`config.mk`:
```
export PLATFORM = sky130hd
export DESIGN_NAME = sha1_message_digest
export DESIGN_NICKNAME = d
export VERILOG_FILES = /design/src/hdl/sha1md_pkg.sv /design/src/hdl/sha1md_compress.sv /design/src/hdl/sha1_message_digest.sv
export SDC_FILE = /design/constraint.sdc
export NUM_CORES = 2
export LEC_CHECK = 0
export ABC_AREA = 1
export BUFFER_PORTS_ARGS = -buffer_cell sky130_fd_sc_hd__buf_2
export CORE_MARGIN = 10
export CORE_UTILIZATION = 45
export CTS_BUF_LIST = sky130_fd_sc_hd__clkbuf_8
export CTS_CLUSTER_SIZE = 8
export DETAILED_ROUTE_END_ITERATION = 12
export PLACE_DENSITY = 0.62
export SKIP_LAST_GASP = 1
export SLEW_MARGIN = 15
export SYNTH_ARGS = -nofsm -noshare
export SYNTH_HDL_FRONTEND = slang
export SYNTH_SLANG_ARGS = --single-unit
```
`constraint.sdc`:
```
create_clock -name clock -period 13.85 [get_ports clock]
set_input_delay 1.385 -clock clock [delete_from_list [all_inputs] [get_ports clock]]
set_output_delay 1.385 -clock clock [all_outputs]
set_load 0.05 [all_outputs]
```
`src/hdl/sha1md_pkg.sv`:
```
`timescale 1ns / 1ps

package sha1md_pkg;

   localparam int unsigned BLOCK_WORDS = 16;
   localparam int unsigned CHAIN_WORDS = 5;
   localparam logic [6:0]  LAST_ROUND  = 7'd79;
   localparam logic [5:0]  LAST_SLOT   = 6'd63;
   localparam logic [5:0]  LEN_SLOT    = 6'd56;
   localparam logic [7:0]  PAD_MARK    = 8'h80;

   typedef logic [31:0] word_type;
   typedef word_type [CHAIN_WORDS-1:0] chain_type;

   // One incoming message word: a byte, its valid flag and the end flag.
   typedef struct packed {
      logic [7:0] data_byte;
      logic       byte_valid;
      logic       last;
   } req_type;

   typedef struct packed {
      logic [31:0] digest_word_0;
      logic [31:0] digest_word_1;
      logic [31:0] digest_word_2;
      logic [31:0] digest_word_3;
      logic [31:0] digest_word_4;
   } rsp_type;

   // Commands from the byte sequencer to the compression unit.
   typedef struct packed {
      logic        start;
      logic        restart;
      logic        wr_en;
      logic [3:0]  wr_addr;
      logic [31:0] wr_data;
   } comp_ctrl_type;

   typedef enum logic [1:0] {
      ST_IDLE,
      ST_PAD,
      ST_COMP,
      ST_EMIT
   } seq_state_type;

   typedef enum logic [1:0] {
      CS_IDLE,
      CS_LOAD,
      CS_ROUND,
      CS_ADD
   } comp_state_type;

   function automatic word_type init_word(input logic [2:0] idx);
      word_type w;
      unique case (idx)
         3'd0:    w = 32'h67452301;
         3'd1:    w = 32'hEFCDAB89;
         3'd2:    w = 32'h98BADCFE;
         3'd3:    w = 32'h10325476;
         3'd4:    w = 32'hC3D2E1F0;
         default: w = '0;
      endcase
      return w;
   endfunction

   function automatic word_type round_const(input logic [1:0] grp);
      word_type k;
      unique case (grp)
         2'd0:    k = 32'h5A827999;
         2'd1:    k = 32'h6ED9EBA1;
         2'd2:    k = 32'h8F1BBCDC;
         default: k = 32'hCA62C1D6;
      endcase
      return k;
   endfunction

   function automatic logic [1:0] round_group(input logic [6:0] t);
      logic [1:0] g;
      if (t < 7'd20) begin
         g = 2'd0;
      end else if (t < 7'd40) begin
         g = 2'd1;
      end else if (t < 7'd60) begin
         g = 2'd2;
      end else begin
         g = 2'd3;
      end
      return g;
   endfunction

endpackage

```
`src/hdl/sha1md_compress.sv`:
```
`timescale 1ns / 1ps

// Block memory plus the 80-round compression. The sequencer writes the
// sixteen block words into the memory; start runs one compression and
// done pulses in the cycle the chain value takes its update.
module sha1md_compress (
   input  logic                      clock,
   input  logic                      reset,
   input  sha1md_pkg::comp_ctrl_type ctrl,
   output logic                      done,
   output sha1md_pkg::chain_type     chain
);

   logic [31:0] block_mem [sha1md_pkg::BLOCK_WORDS];
   logic [3:0]  rd_addr;
   logic [31:0] rd_data_ff;

   sha1md_pkg::comp_state_type cs_ff, cs_in;
   logic [6:0]                 round_ff;
   sha1md_pkg::chain_type      regs_ff;
   sha1md_pkg::chain_type      chain_ff;
   sha1md_pkg::word_type       sched_ff [sha1md_pkg::BLOCK_WORDS];

   sha1md_pkg::word_type w_t, f_t, k_t, tmp_t, expand;
   logic [1:0]           grp;

   always_ff @(posedge clock) begin
      if (ctrl.wr_en) begin
         block_mem[ctrl.wr_addr] <= ctrl.wr_data;
      end
      rd_data_ff <= block_mem[rd_addr];
   end

   // The word for round t+1 is fetched during round t.
   assign rd_addr = (cs_ff == sha1md_pkg::CS_ROUND) ? round_ff[3:0] + 4'd1 : 4'd0;

   always_comb begin
      expand = sched_ff[13] ^ sched_ff[8] ^ sched_ff[2] ^ sched_ff[0];
      w_t    = (round_ff < 7'd16) ? rd_data_ff : {expand[30:0], expand[31]};
      grp    = sha1md_pkg::round_group(round_ff);
      k_t    = sha1md_pkg::round_const(grp);
      case (grp)
         2'd0:    f_t = (regs_ff[1] & regs_ff[2]) | (~regs_ff[1] & regs_ff[3]);
         2'd2:    f_t = (regs_ff[1] & regs_ff[2]) | (regs_ff[1] & regs_ff[3])
                        | (regs_ff[2] & regs_ff[3]);
         default: f_t = regs_ff[1] ^ regs_ff[2] ^ regs_ff[3];
      endcase
      tmp_t = {regs_ff[0][26:0], regs_ff[0][31:27]} + f_t + regs_ff[4] + k_t + w_t;
   end

   always_comb begin
      cs_in = cs_ff;
      done  = 1'b0;
      unique case (cs_ff)
         sha1md_pkg::CS_IDLE: begin
            if (ctrl.start) begin
               cs_in = sha1md_pkg::CS_LOAD;
            end
         end
         sha1md_pkg::CS_LOAD: begin
            cs_in = sha1md_pkg::CS_ROUND;
         end
         sha1md_pkg::CS_ROUND: begin
            if (round_ff == sha1md_pkg::LAST_ROUND) begin
               cs_in = sha1md_pkg::CS_ADD;
            end
         end
         sha1md_pkg::CS_ADD: begin
            done  = 1'b1;
            cs_in = sha1md_pkg::CS_IDLE;
         end
         default: cs_in = sha1md_pkg::CS_IDLE;
      endcase
   end

   always_ff @(posedge clock) begin
      if (reset) begin
         cs_ff <= sha1md_pkg::CS_IDLE;
      end else begin
         cs_ff <= cs_in;
      end
   end

   always_ff @(posedge clock) begin
      if (reset) begin
         round_ff <= '0;
      end else if (cs_ff == sha1md_pkg::CS_ROUND) begin
         round_ff <= (round_ff == sha1md_pkg::LAST_ROUND) ? 7'd0 : round_ff + 7'd1;
      end
   end

   always_ff @(posedge clock) begin
      if (cs_ff == sha1md_pkg::CS_LOAD) begin
         regs_ff <= chain_ff;
      end else if (cs_ff == sha1md_pkg::CS_ROUND) begin
         regs_ff[4] <= regs_ff[3];
         regs_ff[3] <= regs_ff[2];
         regs_ff[2] <= {regs_ff[1][1:0], regs_ff[1][31:2]};
         regs_ff[1] <= regs_ff[0];
         regs_ff[0] <= tmp_t;
         for (int i = 0; i < sha1md_pkg::BLOCK_WORDS - 1; i++) begin
            sched_ff[i] <= sched_ff[i+1];
         end
         sched_ff[sha1md_pkg::BLOCK_WORDS-1] <= w_t;
      end
   end

   always_ff @(posedge clock) begin
      if (reset || ctrl.restart) begin
         for (int i = 0; i < sha1md_pkg::CHAIN_WORDS; i++) begin
            chain_ff[i] <= sha1md_pkg::init_word(3'(i));
         end
      end else if (cs_ff == sha1md_pkg::CS_ADD) begin
         for (int i = 0; i < sha1md_pkg::CHAIN_WORDS; i++) begin
            chain_ff[i] <= chain_ff[i] + regs_ff[i];
         end
      end
   end

   assign chain = chain_ff;

endmodule

```
`src/hdl/sha1_message_digest.sv`:
```
`timescale 1ns / 1ps

// Channel   Ports                              Direction  Moves
// request   req_valid req_stall req_data       in         one message byte and flags
// response  rsp_valid rsp_stall rsp_data       out        the 160-bit digest
//
// A word carrying a byte is taken one per cycle while req_stall is low.
// Every 64th byte starts a compression (one load, 80 rounds, one chain
// update) during which req_stall is high. The end of a message brings
// pad bytes (up to 72), placed one per cycle, and one or two
// compressions; the digest register is then loaded once it is free.
// Reset is synchronous and returns the chain to the initial values.
// A waiting digest does not block new input; only the next digest waits.
module sha1_message_digest (
   input  logic                clock,
   input  logic                reset,
   input  logic                req_valid,
   output logic                req_stall,
   input  sha1md_pkg::req_type req_data,
   output logic                rsp_valid,
   input  logic                rsp_stall,
   output sha1md_pkg::rsp_type rsp_data
);

   sha1md_pkg::seq_state_type state_ff, state_in;

   // Byte slot in the current block, and the bytes of a partial word.
   logic [5:0]  pos_ff, pos_in;
   logic [23:0] word_ff, word_in;
   logic [63:0] count_ff, count_in;

   // Padding progress: the 0x80 mark is placed, the length field has
   // begun, and the message is ending.
   logic mark_ff, mark_in;
   logic len_ff, len_in;
   logic fin_ff, fin_in;

   sha1md_pkg::rsp_type rsp_ff, rsp_in;
   logic                rsp_valid_ff, rsp_valid_in;

   logic                      req_take;
   logic                      place;
   logic [7:0]                place_byte;
   logic [7:0]                len_byte;
   logic                      block_full;
   logic                      rsp_free;
   logic                      emit;
   sha1md_pkg::comp_ctrl_type ctrl;
   logic                      comp_done;
   sha1md_pkg::chain_type     chain;

   sha1md_compress u_compress (
      .clock (clock),
      .reset (reset),
      .ctrl  (ctrl),
      .done  (comp_done),
      .chain (chain)
   );

   assign req_stall = (state_ff != sha1md_pkg::ST_IDLE);
   assign req_take  = req_valid && !req_stall;
   assign rsp_free  = !rsp_valid_ff || !rsp_stall;

   // Length bytes go out most significant first at slots 56 to 63.
   assign len_byte = count_ff[{3'd7 - pos_ff[2:0], 3'b000} +: 8];

   always_comb begin
      place      = 1'b0;
      place_byte = req_data.data_byte;
      if (state_ff == sha1md_pkg::ST_IDLE) begin
         place = req_take && req_data.byte_valid;
      end else if (state_ff == sha1md_pkg::ST_PAD) begin
         place = 1'b1;
         if (!mark_ff) begin
            place_byte = sha1md_pkg::PAD_MARK;
         end else if (len_ff) begin
            place_byte = len_byte;
         end else begin
            place_byte = 8'h00;
         end
      end
   end

   assign block_full = place && (pos_ff == sha1md_pkg::LAST_SLOT);

   // Bytes are packed big-endian; the fourth byte of a word writes the
   // whole word into the block memory.
   always_comb begin
      pos_in  = place ? pos_ff + 6'd1 : pos_ff;
      word_in = word_ff;
      if (place) begin
         case (pos_ff[1:0])
            2'd0:    word_in = {place_byte, 16'h0000};
            2'd1:    word_in = {word_ff[23:16], place_byte, 8'h00};
            2'd2:    word_in = {word_ff[23:8], place_byte};
            default: word_in = word_ff;
         endcase
      end
      ctrl.wr_en   = place && (pos_ff[1:0] == 2'd3);
      ctrl.wr_addr = pos_ff[5:2];
      ctrl.wr_data = {word_ff, place_byte};
      ctrl.start   = block_full;
      ctrl.restart = emit;
   end

   always_comb begin
      state_in     = state_ff;
      count_in     = count_ff;
      mark_in      = mark_ff;
      len_in       = len_ff;
      fin_in       = fin_ff;
      emit         = 1'b0;
      rsp_in       = rsp_ff;
      rsp_valid_in = rsp_valid_ff && rsp_stall;
      unique case (state_ff)
         sha1md_pkg::ST_IDLE: begin
            if (req_take) begin
               if (req_data.byte_valid) begin
                  count_in = count_ff + 64'd8;
               end
               fin_in = req_data.last;
               if (block_full) begin
                  state_in = sha1md_pkg::ST_COMP;
               end else if (req_data.last) begin
                  state_in = sha1md_pkg::ST_PAD;
               end
            end
         end
         sha1md_pkg::ST_PAD: begin
            mark_in = 1'b1;
            len_in  = len_ff || (pos_in == sha1md_pkg::LEN_SLOT);
            if (block_full) begin
               state_in = sha1md_pkg::ST_COMP;
            end
         end
         sha1md_pkg::ST_COMP: begin
            if (comp_done) begin
               if (fin_ff && len_ff) begin
                  state_in = sha1md_pkg::ST_EMIT;
               end else if (fin_ff) begin
                  state_in = sha1md_pkg::ST_PAD;
               end else begin
                  state_in = sha1md_pkg::ST_IDLE;
               end
            end
         end
         sha1md_pkg::ST_EMIT: begin
            if (rsp_free) begin
               emit         = 1'b1;
               rsp_valid_in = 1'b1;
               rsp_in       = {chain[0], chain[1], chain[2], chain[3], chain[4]};
               count_in     = '0;
               mark_in      = 1'b0;
               len_in       = 1'b0;
               fin_in       = 1'b0;
               state_in     = sha1md_pkg::ST_IDLE;
            end
         end
         default: state_in = sha1md_pkg::ST_IDLE;
      endcase
   end

   always_ff @(posedge clock) begin
      if (reset) begin
         state_ff     <= sha1md_pkg::ST_IDLE;
         pos_ff       <= '0;
         count_ff     <= '0;
         mark_ff      <= 1'b0;
         len_ff       <= 1'b0;
         fin_ff       <= 1'b0;
         rsp_valid_ff <= 1'b0;
      end else begin
         state_ff     <= state_in;
         pos_ff       <= emit ? 6'd0 : pos_in;
         count_ff     <= count_in;
         mark_ff      <= mark_in;
         len_ff       <= len_in;
         fin_ff       <= fin_in;
         rsp_valid_ff <= rsp_valid_in;
      end
   end

   always_ff @(posedge clock) begin
      word_ff <= word_in;
      rsp_ff  <= rsp_in;
   end

   assign rsp_valid = rsp_valid_ff;
   assign rsp_data  = rsp_ff;

endmodule

```
==> summary.md <==
| Metric | Value |
|---|---|
| Buf/Inv on CP | `4` |
| Worst Clk Skew | `between 0.06 and 0.07 ns` |
| Area of the die | `about 190000 um2` |
| Seq/Total Area, Yosys | `0.606` |
| Syn_nets | `around 7900` |
| Global-route wire length before repair | `between 300 and 400 mm` |
| Overflow left after global routing | `0` |
| Post-Synthesis Cells | `approximately 7600` |
| Clk slew on worst S/H paths | `0.06 ns` |
| Synth warnings | `0` |
| Leak | `32.9 nW` |
| Combinational Power Share | `0.303` |
| Delay-heaviest family, CP | `adder cells` |
| P_sw | `approximately 0.0057 W` |
| Total GRT Usage | `0.247` |
| Antenna violations before repair | `10` |
| Vias in the first global route | `about 54000` |
| Hold_buf cts | `0` |
| Clock root cell | `clkbuf_8` |
| Height of the chip | `433 um` |
| Register bit count reported by yosys | `roughly 1600` |
| Flop pwr share | `0.424` |
| Min-Delay Path Class | `reg -> reg` |
| Commonest non-fill, non-tap cell in the layout | `nand2_1` |
| RD Place Congestion | `~0.97` |
| Clock sinks | `roughly 1600` |
| DRT Pass-1 Iters | `5` |
| I/O Buffers | `~180` |
| Hold depth | `0` |
| Crit path arrival time | `between 6 and 7 ns` |
| Final period util | `0.427` |
| Clock power frac | `0.274` |
| Critical Path RT | `between 10 and 15 ns` |
| Initial Util | `0.453` |
| Post-synth top area share | `0.535` |
| Fin cells | `slightly above 10000` |
| Synth-to-Final Area Change | `11.6%` |
| Die W | `433 um` |
| Routed wire length | `238 mm` |
| Kind of critical path | `reg -> reg` |
| Setup Viol. Count Final | `0` |
| Slowest CP cell | `o21ai_0` |
| Layout cells sized above 1 | `0.0852` |
| Ys flop type | `edfxtp_1` |
| Pwr per Cell Area | `about 180 nW/um2` |
| RSZ-0062 raised after global routing | `no` |
| CP peak stage delay | `~0.81 ns` |
| Slew margin rel. | `0.118` |
| Largest cells by area after synthesis | `edfxtp_1, nand2_1, dfxtp_1, nor2_1, inv_1` |
| Mapped Area | `around 77000 um2` |
| Vias | `roughly 57000` |
| Most used cell, CP | `nand2_1` |
| Cells along the critical path | `nor2_1, nand2_1, buf_4, inv_1, o21ai_0, fa_1, fa_1, inv_1, fa_1, inv_1, ha_1, nand2_1, nor2_1, nand4_1, o21ai_0, nand2_1, nand3_1, nand2_1, nand3_1, o21ai_0` |
| FP Rows | `between 150 and 200` |
| Asr flop ratio synth | `0` |
| Switching share of total power | `0.368` |
| Worst VDD drop | `126 uV` |
| Largest net degree at the start of global routing | `just over 200` |
| I/O pins | `176` |
| Fin crit period | `about 5.9 ns` |
| Worst R2R Path Depth | `20` |
| Placed cells | `~9800` |
| Setup TNS | `0 ns` |
| Detail Route Antenna Nets | `0` |
| Most frequent cells in the layout | `nand2_1, edfxtp_1, nor2_1` |
| Synth area leader | `edfxtp_1` |
| Max frequency | `about 0.17 GHz` |
| WP depth | `20` |
| Max Root-Sink Buffers | `4` |
| Internal power | `a little under 0.01 W` |
| DRT iter0 DRCs | `5700` |
| Worst Path Max Fanout | `33` |
| Yosys cell types | `55` |
| Setup WS pre-CTS | `between 7 and 8 ns` |
| Fin. max-slew vios | `0` |
| DR vias/cell | `approximately 5.5` |
| Cells resized by post-CTS repair | `0` |
| Worst setup EP type | `flip-flop` |
| CTS H-tree lvls | `5` |
| Total CTS buffers | `about 300` |
| Clk Latency, worst-skew pair | `around 1.1 ns` |
| Routed WL per cell | `between 20 and 25 um` |
| EDFF count, synth | `~1400` |
| Core area | `169000 um2` |
| Final hold vios | `0` |
| Final Net Count | `just over 8000` |
| CTS tree | `yes` |
| Number of max-cap violations | `0` |
| Mean Syn Cell Area | `10.2 um2` |
| Status | `complete, no violations` |
| Post-CTS setup buffer count | `0` |
| Worst slew pin tran | `~1.3 ns` |
| Fill cells | `15400` |
| CP startpoint kind | `flip-flop` |
| Drt drc | `0` |
| DP Wirelength | `163 mm` |
| Setup WS post-layout | `approximately 8 ns` |
==> final cells by class <==
cell class                      count  area [um2]  area share
Sequential cell                  1642       46600       0.543
Multi-Input combinational cell   4886       26500       0.310
Clock buffer                      339        4670      0.0544
Inverter                          794        3000      0.0350
Tap cell                         2218        2780      0.0324
Timing Repair Buffer              233        1370      0.0160
Clock inverter                    170         764     0.00892
Antenna cell                        5        12.5    0.000146
==> through the flow <==
step / util / hold WS (ns) / cell area, um2 / power, W
final: 0.506 / 0.390 / 85700 / 0.0156
after global routing: 0.506 / 0.374 / 85700 / 0.0164
after CTS: 0.506 / 0.370 / 85700 / 0.0156
after detailed placement: 0.473 / 0.405 / 80200 / 0.0113
after global placement: 0.473 / 0.400 / 80200 / 0.0113
after floorplan: - / 0.400 / 76800 / 0.00977
==> cell usage after synthesis, types with 79 or more instances <==
library cell,instances
fa_1,125
clkbuf_1,171
dfxtp_1,274
o21ai_0,492
a21oi_1,420
ha_1,208
nand4_1,79
xnor2_1,94
edfxtp_1,1368
o311ai_0,118
nor2_1,1077
nand3_1,378
inv_1,782
nand2_1,1510
==> sequential cells by signal, indices dropped and copies added, names as in the netlist, 24 cells and up <==
register,cells
word_ff,24
u_compress.chain,160
u_compress.block_mem,512
rsp_data,160
u_compress.sched_ff,512
count_ff,61
u_compress.rd_data_ff,32
u_compress.regs_ff,160
==> worst register-to-register path: stages (launching register included) <==
cell and delay (ns):
dfxtp_1 0.41, nor2_1 0.08, nand2_1 0.06, buf_4 0.34, inv_1 0.51, o21ai_0 0.81, fa_1 0.57, fa_1 0.52
inv_1 0.06, fa_1 0.52, inv_1 0.05, ha_1 0.36, nand2_1 0.13, nor2_1 0.24, nand4_1 0.12, o21ai_0 0.41
nand2_1 0.16, nand3_1 0.10, nand2_1 0.05, nand3_1 0.06, o21ai_0 0.09
==> worst paths after layout <==
check	endpoint	from	slack, ns
worst min register to register	u_compress.sched_ff[11][15]$_DFFE_PP_	u_compress.sched_ff[12][15]$_DFFE_PP_	0.39
worst min-delay path	u_compress.sched_ff[11][15]$_DFFE_PP_	u_compress.sched_ff[12][15]$_DFFE_PP_	0.39
worst max-delay path	u_compress.regs_ff[27]$_DFFE_PP_	u_compress.round_ff[5]$_SDFFE_PP0P_	7.93
worst max register to register	u_compress.regs_ff[27]$_DFFE_PP_	u_compress.round_ff[5]$_SDFFE_PP0P_	7.93
==> power groups by stage <==
stage	Combinational [W]	Clock [W]	Sequential (W)
floorplan	0.00311	0	0.00666
global placement	0.00459	0	0.00666
detailed placement	0.00462	0	0.00668
CTS	0.00465	0.00436	0.00658
global route	0.00524	0.00459	0.00662
finish	0.00471	0.00426	0.00659
==> layer usage <==
| layer | wire length [um] | vias up | share of wire | global-route usage |
|---|---|---|---|---|
| met5 | 0 | - | 0 | 0 |
| met4 | 8050 | 0 | 0.034 | 0.0828 |
| met3 | 18200 | 388 | 0.076 | 0.0479 |
| met2 | 107000 | 2182 | 0.45 | 0.381 |
| met1 | 105000 | 27700 | 0.44 | 0.351 |
| li1 | - | 26500 | - | - |
==> kinds of logic (layout without fill, tap and decap cells) <==
| group | count (synthesis) | after routing | synth area share |
|---|---|---|---|
| and+or+nand+nor | 3206 | 3206 | 0.171 |
| DFF | 1642 | 1642 | 0.606 |
| AOI/OAI and AO/OA | 1206 | 1206 | 0.0900 |
| buffers and inverters | 1027 | 1536 | 0.0509 |
| adders and majority gates | 333 | 333 | 0.0664 |
| xor gates and xnor gates | 141 | 141 | 0.0161 |
| other | 0 | 5 | 0 |
Power figures use the tool's default switching activity.
